[src/rtl/tbfd_pkg.sv]
package tbfd_pkg;

  localparam int ThrW   = 12;
  localparam int ShrW   = 18;
  localparam int RegW   = 19;
  localparam int RptW   = 8;
  localparam int DemW   = ThrW + RptW;
  localparam int UnitW  = 2;
  localparam int WarpW  = 7;
  localparam int CfgW   = 19;
  localparam int CfgIdxW = 2;

  localparam logic [ThrW-1:0] ThrLimitReset = 12'd2048;
  localparam logic [ShrW-1:0] ShrLimitReset = 18'd131072;
  localparam logic [RegW-1:0] RegLimitReset = 19'd262144;
  localparam logic [WarpW-1:0] WarpMax      = 7'd127;

  typedef enum logic {
    REQ_SCHEDULE = 1'b0,
    REQ_COMPLETE = 1'b1
  } req_e;

  typedef enum logic [1:0] {
    ST_SCHEDULED = 2'd0,
    ST_NO_ROOM   = 2'd1,
    ST_COMPLETED = 2'd2,
    ST_UNDERFLOW = 2'd3
  } status_e;

  typedef enum logic [CfgIdxW-1:0] {
    CFG_THREAD_LIMIT   = 2'd0,
    CFG_SHARED_LIMIT   = 2'd1,
    CFG_REGISTER_LIMIT = 2'd2
  } cfg_idx_e;

  typedef enum logic [1:0] {
    FSM_IDLE  = 2'd0,
    FSM_MUL   = 2'd1,
    FSM_APPLY = 2'd2,
    FSM_WARP  = 2'd3
  } fsm_e;

  typedef struct packed {
    logic capture;
    logic mult;
    logic apply;
    logic load_out;
  } cmd_t;

endpackage

[src/rtl/tbfd_ctrl.sv]
module tbfd_ctrl (
  input  logic            clk_i,
  input  logic            rst_ni,
  input  logic            in_valid_i,
  output logic            in_ready_o,
  output logic            out_valid_o,
  input  logic            out_ready_i,
  output tbfd_pkg::cmd_t  cmd_o
);

  tbfd_pkg::fsm_e state_q, state_d;
  logic           out_valid_q, out_valid_d;
  logic           out_free;

  assign out_free = !out_valid_q || out_ready_i;

  always_comb begin
    state_d = state_q;
    case (state_q)
      tbfd_pkg::FSM_IDLE: begin
        if (in_valid_i) state_d = tbfd_pkg::FSM_MUL;
      end
      tbfd_pkg::FSM_MUL:   state_d = tbfd_pkg::FSM_APPLY;
      tbfd_pkg::FSM_APPLY: state_d = tbfd_pkg::FSM_WARP;
      tbfd_pkg::FSM_WARP: begin
        if (out_free) state_d = tbfd_pkg::FSM_IDLE;
      end
      default: state_d = tbfd_pkg::FSM_IDLE;
    endcase
  end

  always_comb begin
    cmd_o          = '0;
    in_ready_o     = 1'b0;
    case (state_q)
      tbfd_pkg::FSM_IDLE: begin
        in_ready_o    = 1'b1;
        cmd_o.capture = in_valid_i;
      end
      tbfd_pkg::FSM_MUL:   cmd_o.mult  = 1'b1;
      tbfd_pkg::FSM_APPLY: cmd_o.apply = 1'b1;
      tbfd_pkg::FSM_WARP:  cmd_o.load_out = out_free;
      default: cmd_o = '0;
    endcase
  end

  // a fresh result takes priority over draining the old one
  assign out_valid_d = cmd_o.load_out ? 1'b1 : (out_ready_i ? 1'b0 : out_valid_q);
  assign out_valid_o = out_valid_q;

  always_ff @(posedge clk_i or negedge rst_ni) begin
    if (!rst_ni) begin
      state_q     <= tbfd_pkg::FSM_IDLE;
      out_valid_q <= 1'b0;
    end else begin
      state_q     <= state_d;
      out_valid_q <= out_valid_d;
    end
  end

endmodule

[src/rtl/tbfd_datapath.sv]
module tbfd_datapath #(
  parameter int UNIT_COUNT = 4,
  parameter int WARP_WIDTH = 32
) (
  input  logic                          clk_i,
  input  logic                          rst_ni,
  input  tbfd_pkg::cmd_t                cmd_i,
  input  logic                          cfg_we_i,
  input  logic [tbfd_pkg::CfgIdxW-1:0]  cfg_index_i,
  input  logic [tbfd_pkg::CfgW-1:0]     cfg_wdata_i,
  input  logic                          req_type_i,
  input  logic [tbfd_pkg::UnitW-1:0]    unit_index_i,
  input  logic [tbfd_pkg::ThrW-1:0]     block_threads_i,
  input  logic [tbfd_pkg::ShrW-1:0]     block_shared_bytes_i,
  input  logic [tbfd_pkg::RptW-1:0]     reg_bytes_per_thread_i,
  output logic [1:0]                    status_o,
  output logic [tbfd_pkg::UnitW-1:0]    chosen_unit_o,
  output logic [tbfd_pkg::ThrW-1:0]     unit_threads_o,
  output logic [tbfd_pkg::WarpW-1:0]    unit_warps_o
);

  localparam int ThrW  = tbfd_pkg::ThrW;
  localparam int ShrW  = tbfd_pkg::ShrW;
  localparam int RegW  = tbfd_pkg::RegW;
  localparam int DemW  = tbfd_pkg::DemW;
  localparam int UnitW = tbfd_pkg::UnitW;
  localparam int WarpW = tbfd_pkg::WarpW;
  // ceil division by the warp width as a reciprocal multiply; exact for sums below 2^14
  localparam int WarpShift = 20;
  localparam int unsigned WarpMul = (32'd1 << WarpShift) / WARP_WIDTH + 1;
  localparam int WSumW = ThrW + 1;
  localparam int WProdW = WSumW + WarpShift + 1;

  logic [ThrW-1:0] thr_lim_q;
  logic [ShrW-1:0] shr_lim_q;
  logic [RegW-1:0] reg_lim_q;

  tbfd_pkg::req_e     req_q;
  logic [UnitW-1:0]   unit_q;
  logic [ThrW-1:0]    thr_q;
  logic [ShrW-1:0]    shr_q;
  logic [tbfd_pkg::RptW-1:0] rpt_q;
  logic [DemW-1:0]    dem_reg_q;

  logic [ThrW-1:0] thr_use_q [UNIT_COUNT];
  logic [ShrW-1:0] shr_use_q [UNIT_COUNT];
  logic [RegW-1:0] reg_use_q [UNIT_COUNT];

  logic [ThrW:0]   nt [UNIT_COUNT];
  logic [ShrW:0]   ns [UNIT_COUNT];
  logic [RegW+1:0] nr [UNIT_COUNT];
  logic [UNIT_COUNT-1:0] fit, grant_oh, sel_oh;
  logic            any_fit;
  logic [UnitW-1:0] grant_unit;
  logic [ThrW-1:0]  grant_thr;

  logic [ThrW-1:0] sel_thr, new_thr;
  logic [ShrW-1:0] sel_shr, new_shr;
  logic [RegW-1:0] sel_reg, new_reg;
  logic            hit, under;

  tbfd_pkg::status_e res_status;
  logic [UnitW-1:0]  res_unit;
  logic [ThrW-1:0]   res_thr;

  tbfd_pkg::status_e st_status_q;
  logic [UnitW-1:0]  st_unit_q;
  logic [ThrW-1:0]   st_thr_q;

  logic [WSumW-1:0]  wsum;
  logic [WProdW-1:0] wprod;
  logic [WProdW-WarpShift-1:0] wq;
  logic [WarpW-1:0]  warps;

  tbfd_pkg::status_e status_q;
  logic [UnitW-1:0]  unit_out_q;
  logic [ThrW-1:0]   uthr_q;
  logic [WarpW-1:0]  warps_q;

  always_ff @(posedge clk_i or negedge rst_ni) begin
    if (!rst_ni) begin
      thr_lim_q <= tbfd_pkg::ThrLimitReset;
      shr_lim_q <= tbfd_pkg::ShrLimitReset;
      reg_lim_q <= tbfd_pkg::RegLimitReset;
    end else if (cfg_we_i) begin
      case (tbfd_pkg::cfg_idx_e'(cfg_index_i))
        tbfd_pkg::CFG_THREAD_LIMIT:   thr_lim_q <= cfg_wdata_i[ThrW-1:0];
        tbfd_pkg::CFG_SHARED_LIMIT:   shr_lim_q <= cfg_wdata_i[ShrW-1:0];
        tbfd_pkg::CFG_REGISTER_LIMIT: reg_lim_q <= cfg_wdata_i[RegW-1:0];
        default: ;
      endcase
    end
  end

  always_ff @(posedge clk_i) begin
    if (cmd_i.capture) begin
      req_q  <= tbfd_pkg::req_e'(req_type_i);
      unit_q <= unit_index_i;
      thr_q  <= block_threads_i;
      shr_q  <= block_shared_bytes_i;
      rpt_q  <= reg_bytes_per_thread_i;
    end
    if (cmd_i.mult) begin
      dem_reg_q <= DemW'(thr_q) * DemW'(rpt_q);
    end
  end

  // first fit: every unit tested at once, lowest index wins
  always_comb begin
    any_fit    = 1'b0;
    grant_unit = '0;
    grant_thr  = '0;
    for (int u = 0; u < UNIT_COUNT; u++) begin
      nt[u] = {1'b0, thr_use_q[u]} + {1'b0, thr_q};
      ns[u] = {1'b0, shr_use_q[u]} + {1'b0, shr_q};
      nr[u] = {2'b0, reg_use_q[u]} + {1'b0, dem_reg_q};
      fit[u] = (nt[u] <= {1'b0, thr_lim_q}) && (ns[u] <= {1'b0, shr_lim_q}) &&
               (nr[u] <= {2'b0, reg_lim_q});
      grant_oh[u] = fit[u] & ~any_fit;
      any_fit     = any_fit | fit[u];
      grant_unit  = grant_unit | (grant_oh[u] ? UnitW'(u) : '0);
      grant_thr   = grant_thr | (grant_oh[u] ? nt[u][ThrW-1:0] : '0);
    end
  end

  always_comb begin
    sel_thr = '0;
    sel_shr = '0;
    sel_reg = '0;
    for (int u = 0; u < UNIT_COUNT; u++) begin
      sel_oh[u] = (int'(unit_q) == u);
      sel_thr = sel_thr | (sel_oh[u] ? thr_use_q[u] : '0);
      sel_shr = sel_shr | (sel_oh[u] ? shr_use_q[u] : '0);
      sel_reg = sel_reg | (sel_oh[u] ? reg_use_q[u] : '0);
    end
  end

  assign hit = |sel_oh;

  // clamp each counter at zero on completion
  always_comb begin
    under   = 1'b0;
    new_thr = sel_thr - thr_q;
    new_shr = sel_shr - shr_q;
    new_reg = RegW'({1'b0, sel_reg} - dem_reg_q);
    if (thr_q > sel_thr) begin
      new_thr = '0;
      under   = 1'b1;
    end
    if (shr_q > sel_shr) begin
      new_shr = '0;
      under   = 1'b1;
    end
    if (dem_reg_q > {1'b0, sel_reg}) begin
      new_reg = '0;
      under   = 1'b1;
    end
  end

  always_comb begin
    if (req_q == tbfd_pkg::REQ_COMPLETE) begin
      res_unit   = unit_q;
      res_status = (hit && under) ? tbfd_pkg::ST_UNDERFLOW : tbfd_pkg::ST_COMPLETED;
      res_thr    = hit ? new_thr : '0;
    end else if (any_fit) begin
      res_unit   = grant_unit;
      res_status = tbfd_pkg::ST_SCHEDULED;
      res_thr    = grant_thr;
    end else begin
      res_unit   = '0;
      res_status = tbfd_pkg::ST_NO_ROOM;
      res_thr    = '0;
    end
  end

  always_ff @(posedge clk_i or negedge rst_ni) begin
    if (!rst_ni) begin
      for (int u = 0; u < UNIT_COUNT; u++) begin
        thr_use_q[u] <= '0;
        shr_use_q[u] <= '0;
        reg_use_q[u] <= '0;
      end
    end else if (cmd_i.apply) begin
      for (int u = 0; u < UNIT_COUNT; u++) begin
        if (req_q == tbfd_pkg::REQ_SCHEDULE) begin
          if (grant_oh[u]) begin
            thr_use_q[u] <= nt[u][ThrW-1:0];
            shr_use_q[u] <= ns[u][ShrW-1:0];
            reg_use_q[u] <= nr[u][RegW-1:0];
          end
        end else if (sel_oh[u]) begin
          thr_use_q[u] <= new_thr;
          shr_use_q[u] <= new_shr;
          reg_use_q[u] <= new_reg;
        end
      end
    end
  end

  always_ff @(posedge clk_i) begin
    if (cmd_i.apply) begin
      st_status_q <= res_status;
      st_unit_q   <= res_unit;
      st_thr_q    <= res_thr;
    end
  end

  assign wsum  = {1'b0, st_thr_q} + WSumW'(WARP_WIDTH - 1);
  assign wprod = WProdW'(wsum) * WProdW'(WarpMul);
  assign wq    = wprod[WProdW-1:WarpShift];
  assign warps = (wq > (WProdW-WarpShift)'(tbfd_pkg::WarpMax)) ?
                 tbfd_pkg::WarpMax : wq[WarpW-1:0];

  always_ff @(posedge clk_i) begin
    if (cmd_i.load_out) begin
      status_q   <= st_status_q;
      unit_out_q <= st_unit_q;
      uthr_q     <= st_thr_q;
      warps_q    <= warps;
    end
  end

  assign status_o       = status_q;
  assign chosen_unit_o  = unit_out_q;
  assign unit_threads_o = uthr_q;
  assign unit_warps_o   = warps_q;

endmodule

[src/rtl/thread_block_first_fit_dispatcher.sv]
// Thread-block dispatcher with first-fit placement over UNIT_COUNT compute units.
// Request channel (in_valid_i / in_ready_o): a schedule transaction places a block
// on the lowest-numbered unit whose thread, shared-memory and register totals stay
// within the limits; a complete transaction releases a block from the named unit,
// clamping each counter at zero and flagging it in the status.
// Result channel (out_valid_o / out_ready_i): exactly one transaction per request,
// carrying status, unit, the unit's thread count and its warp count.
// Configuration: cfg_we_i writes one limit per cycle, selected by cfg_index_i;
// write only while no request is in flight.
// Sequencing: one request at a time through a four-state sequencer (accept, register
// demand multiply, fit test and counter update, warp count). The result register
// loads in the warp stage, and a new request is taken only once the sequencer is
// back in idle, so requests never overlap.
// Stall: if the result register is still occupied the sequencer holds in its warp
// stage and input ready stays low until the result register frees.
// Reset: all usage counters clear, limits return to 2048 threads, 128 KiB shared
// and 256 KiB register bytes, and both channels come up empty.
module thread_block_first_fit_dispatcher #(
  parameter int UNIT_COUNT = 4,
  parameter int WARP_WIDTH = 32
) (
  input  logic        clk_i,
  input  logic        rst_ni,
  input  logic        cfg_we_i,
  input  logic [1:0]  cfg_index_i,
  input  logic [18:0] cfg_wdata_i,
  input  logic        in_valid_i,
  output logic        in_ready_o,
  input  logic        req_type_i,
  input  logic [1:0]  unit_index_i,
  input  logic [11:0] block_threads_i,
  input  logic [17:0] block_shared_bytes_i,
  input  logic [7:0]  reg_bytes_per_thread_i,
  output logic        out_valid_o,
  input  logic        out_ready_i,
  output logic [1:0]  status_o,
  output logic [1:0]  chosen_unit_o,
  output logic [11:0] unit_threads_o,
  output logic [6:0]  unit_warps_o
);

  // command bundle from the sequencer to the datapath
  tbfd_pkg::cmd_t cmd;

  tbfd_ctrl u_ctrl (
    .clk_i       (clk_i),
    .rst_ni      (rst_ni),
    .in_valid_i  (in_valid_i),
    .in_ready_o  (in_ready_o),
    .out_valid_o (out_valid_o),
    .out_ready_i (out_ready_i),
    .cmd_o       (cmd)
  );

  // holds limits, per-unit counters, fit test and result registers
  tbfd_datapath #(
    .UNIT_COUNT (UNIT_COUNT),
    .WARP_WIDTH (WARP_WIDTH)
  ) u_datapath (
    .clk_i                  (clk_i),
    .rst_ni                 (rst_ni),
    .cmd_i                  (cmd),
    .cfg_we_i               (cfg_we_i),
    .cfg_index_i            (cfg_index_i),
    .cfg_wdata_i            (cfg_wdata_i),
    .req_type_i             (req_type_i),
    .unit_index_i           (unit_index_i),
    .block_threads_i        (block_threads_i),
    .block_shared_bytes_i   (block_shared_bytes_i),
    .reg_bytes_per_thread_i (reg_bytes_per_thread_i),
    .status_o               (status_o),
    .chosen_unit_o          (chosen_unit_o),
    .unit_threads_o         (unit_threads_o),
    .unit_warps_o           (unit_warps_o)
  );

endmodule

[config.mk]
export PLATFORM = sky130hd
export DESIGN_NAME = thread_block_first_fit_dispatcher
export DESIGN_NICKNAME = d
export VERILOG_FILES = /design/src/rtl/tbfd_pkg.sv /design/src/rtl/tbfd_ctrl.sv /design/src/rtl/tbfd_datapath.sv /design/src/rtl/thread_block_first_fit_dispatcher.sv
export SDC_FILE = /design/constraint.sdc
export NUM_CORES = 2
export LEC_CHECK = 0
export BUFFER_PORTS_ARGS = -buffer_cell sky130_fd_sc_hd__buf_2
export CAP_MARGIN = 10
export CORE_ASPECT_RATIO = 0.8
export CORE_MARGIN = 4
export CORE_UTILIZATION = 35
export CTS_CLUSTER_DIAMETER = 50
export DETAILED_ROUTE_END_ITERATION = 16
export PLACE_DENSITY = 0.49
export SYNTH_ARGS = -nofsm -noshare
export SYNTH_HDL_FRONTEND = slang
export SYNTH_SLANG_ARGS = --single-unit
export TNS_END_PERCENT = 100
[constraint.sdc]
create_clock -name clk_i -period 10.4 [get_ports clk_i]
set_clock_uncertainty 0.2 [all_clocks]
set_input_delay 0.52 -clock clk_i [delete_from_list [all_inputs] [get_ports clk_i]]
set_output_delay 0.52 -clock clk_i [all_outputs]
set_load 0.02 [all_outputs]
==> impl_metrics.toml <==
[sta]
slew_headroom_pct = 17.08
fmax_ghz = 0.1247
setup_ws_ns = 2.384
timing.final.crit_share_pct = 77.08
rsz0062_at_grt = "no"
hold_viol_final = 0
setup_viol = 0
tns_ns = 0
period_minus_slack_ns = 8.017
drv_slew = 0
worst_pin_slew_ns = 1.237

[setup_path]
end_kind = "flop"
critical-path-top-delay-family = "compound AO/OA/AOI/OAI gates"
rr_worst_depth = 20
reg2reg_slack_ns = 2.38
crit_arrival_ns = 8.33
reg2reg_from = "u_datapath.thr_q[1]"
crit_type = "reg -> reg"
crit_path_cell_trace = "inv_1, fa_1, nand2b_1, a21oi_1, o21ai_0, a2111oi_0, o21a_1, nor2_1, xnor2_1, ha_1, and3_1, a221oi_1, o2111ai_1, a211oi_1, nand3_1, nor4_4, o21ai_1, a21oi_4, buf_4, mux2_2"
start_kind = "flop"
crit_required_ns = 10.71
max_stage_delay_ns = 0.92
crit_fanout = 28
r2r-end = "u_datapath.reg_use_q[61]"
cp_num_buf_inv = 2
crit_slowest_cell = "a21oi_4"

[cells_and_area]
nets = 4485
layout-drive-gt1-share_pct = 11.56
n_antenna_cell = 0
area.growth.synth_to_final_pct = 13.14
fillers = 9734

[synthesis]
synth_cells = 3719
yosysSeqAreaShare_pct = 26.61
yosys.cell_types.count = 85
netlist_area_mm2 = 0.03462
syn_nets = 4364
synthArstFlopShare_pct = 71.26
synth_enable_flop_cells = 100
avgSynthCellArea_um2 = 9.309
yosys_register_bits = 348
yosysWarnings = 0
synth_ff_type = "dfrtp_1"

[detailed_routing]
drc = 0
routed_via_density = 5.674
routed_wl_mm = 126.2
wl_per_cell_um = 24.31
vias = 29460
drt_iter0_markers = 2711
antenna_left = 0
drt_first_pass_iters = 6

[clock_network]
root_buffer = "clkbuf_16"
clk_latency_ns = 0.68
cts_buffers = 60
cts.sinks = 348
cts_hold_buf = 51
cts_resized = 0
cts_setup_buffers = 0
cts_tree = "done"
htreeDepth = 2
clk_pin_slew_worst_paths_ns = 0.06
clk_path_buf_depth = 3

[floorplan]
pin_count = 92
dieArea_mm2 = 0.1040
die_x_um = 359.6
rows = 102
start_util_pct = 35.51
core_mm2 = 0.09750
die_h_um = 289.3

[global_routing]
grtUsageTotal_pct = 23.73
grt_max_degree = 133
grt_pass1_wl_mm = 187.1
grt.overflow.total = 0
antenna_found_initial = 4
grt_pass1_vias = 28120

[placed_design]
dpl.hpwl_mm = 97.97
gp_congestion = 0.9129
dp_slack_ns = 2.522
io_buffers = 91

[worst_hold_path]
min_from = "cfg_wdata_i[9]"
whs_path_depth = 3
min_path_type = "in -> reg"
min_to = "u_datapath.thr_lim_q[9]"

[status]
outcome = "finished, final reports clean"

[job]
max_cap_viol_count = 0
==> Yosys cell counts, types with 35 or more instances <==
| cell type | number | area, µm² |
|---|---|---|
| fa_1 | 75 | 1501 |
| nor2_1 | 192 | 720.7 |
| nand4_1 | 51 | 319.1 |
| o21a_1 | 45 | 337.8 |
| ha_1 | 503 | 6294 |
| clkbuf_1 | 87 | 326.6 |
| dfrtp_1 | 245 | 6131 |
| a211oi_1 | 39 | 292.8 |
| mux2_2 | 130 | 1464 |
| a21o_1 | 88 | 660.6 |
| nor3_1 | 53 | 265.3 |
| o21bai_1 | 37 | 277.8 |
| mux4_2 | 49 | 1104 |
| a22o_1 | 50 | 437.9 |
| and3_1 | 35 | 219.0 |
| mux2_1 | 36 | 405.4 |
| xor2_1 | 58 | 508.0 |
| a21oi_1 | 225 | 1126 |
| a31oi_1 | 51 | 319.1 |
| nor2b_1 | 41 | 256.5 |
| o21ai_0 | 223 | 1116 |
| nand2_1 | 328 | 1231 |
| and2_1 | 61 | 381.6 |
| inv_1 | 313 | 1175 |
| nand3_1 | 83 | 415.4 |
| edfxtp_1 | 100 | 3003 |
| xnor2_1 | 143 | 1252 |
==> cell usage in the layout (no fill, tap or decap), types with 14 or more instances in the layout <==
cell type,instances
xnor2_1,143
dlygate4sd3_1,51
a21o_1,88
mux2_1,36
or3_1,19
buf_4,30
inv_1,312
a221oi_1,15
mux2_2,130
buf_2,90
dfrtp_1,245
nor2_1,192
a21oi_1,224
nand4_1,51
mux2i_1,19
nor3_1,53
xor2_1,58
nand3_1,83
and3_1,35
nor2b_1,41
o21bai_1,37
a22o_1,50
a211oi_1,39
nand2b_1,32
and4_1,14
mux4_2,49
clkbuf_16,61
a22oi_1,24
edfxtp_1,100
o211ai_1,23
and2_1,60
o21a_1,45
o21ai_0,223
ha_1,503
a31oi_1,50
fa_1,75
nand2_1,328
==> per-stage QoR <==
stage | util (%) | cell area (µm²) | std cells | hold WS (ns)
6_report | 40.17 | 39170 | 5192 | 0.03133
5_1_grt | 40.17 | 39170 | 5192 | 0.03660
4_1_cts | 40.17 | 39170 | 5192 | 0.001384
3_5_place_dp | 37.49 | 36560 | 5027 | 0.2065
3_3_place_gp | 37.49 | 36560 | 5027 | 0.2316
2_1_floorplan | - | 34620 | 3719 | 0.02441
==> worst max path at each step <==
stage / start / end / slack (ns) / cells after the start
after floorplan: u_datapath.dem_reg_q[1] / u_datapath.reg_use_q[11] / 4.43 / 25
after global placement: u_datapath.thr_q[1] / u_datapath.thr_use_q[38] / 2.65 / 20
after detailed placement: u_datapath.thr_q[1] / u_datapath.thr_use_q[38] / 2.52 / 20
after CTS: u_datapath.thr_q[1] / u_datapath.thr_use_q[38] / 2.48 / 20
after global routing: u_datapath.thr_q[1] / u_datapath.reg_use_q[62] / 1.97 / 20
final: u_datapath.thr_q[1] / u_datapath.reg_use_q[61] / 2.38 / 20
==> logic make-up after synthesis <==
kind of cell               count (synthesis)  share of synthesized area (%)
xor gates and xnor gates                 201                          5.085
DFF                                      348                          26.61
buffers and inverters                    428                          4.828
muxes                                    234                          9.136
AOI/OAI and AO/OA                        970                          18.45
adders and majority gates                578                          22.51
and+or+nand+nor                          960                          13.38
==> state kept, by name, indices dropped and copies added, names as in the netlist, 7 cells and up <==
signal	cells
u_datapath.dem_reg_q	20
u_datapath.rpt_q	8
u_datapath.unit_warps_o	7
u_datapath.shr_use_q	72
u_datapath.thr_use_q	48
u_datapath.st_thr_q	12
u_datapath.thr_q	12
u_datapath.reg_lim_q	19
u_datapath.thr_lim_q	12
u_datapath.shr_lim_q	18
u_datapath.reg_use_q	76
u_datapath.shr_q	18
u_datapath.unit_threads_o	12
==> per-layer routing <==
layer  global-route usage [%]  part of all wire (%)  vias to the layer above
met5                        0                0.0063                        -
met4                    5.414                   2.3                        2
met3                    6.849                   9.6                      142
met2                    31.99                    38                     1015
met1                    36.65                    50                    14380
li1                         -                     -                    13930
==> worst reg2reg max path: stages (launching register included) <==
cell and delay (ns):
edfxtp_1 0.76, inv_1 0.32, fa_1 0.49, nand2b_1 0.18
a21oi_1 0.21, o21ai_0 0.20, a2111oi_0 0.66, o21a_1 0.19
nor2_1 0.05, xnor2_1 0.31, ha_1 0.32, and3_1 0.19
a221oi_1 0.36, o2111ai_1 0.20, a211oi_1 0.23, nand3_1 0.16
nor4_4 0.61, o21ai_1 0.23, a21oi_4 0.92, buf_4 0.65
mux2_2 0.47
==> area by class of cell <==
type	instances	area [µm²]	share of cell area, %
clock buffer	69	1577	4.025
timing repair buffer	174	1241	3.169
tap	1300	1627	4.152
multi-input combinational	2943	23810	60.78
sequential	348	9213	23.52
inverter	313	1177	3.006
clock inverter	45	528.0	1.348
Power is left out: the tool's default activity adds up to more than one toggle a clock period on the data nets, which glitch-free logic cannot reach.
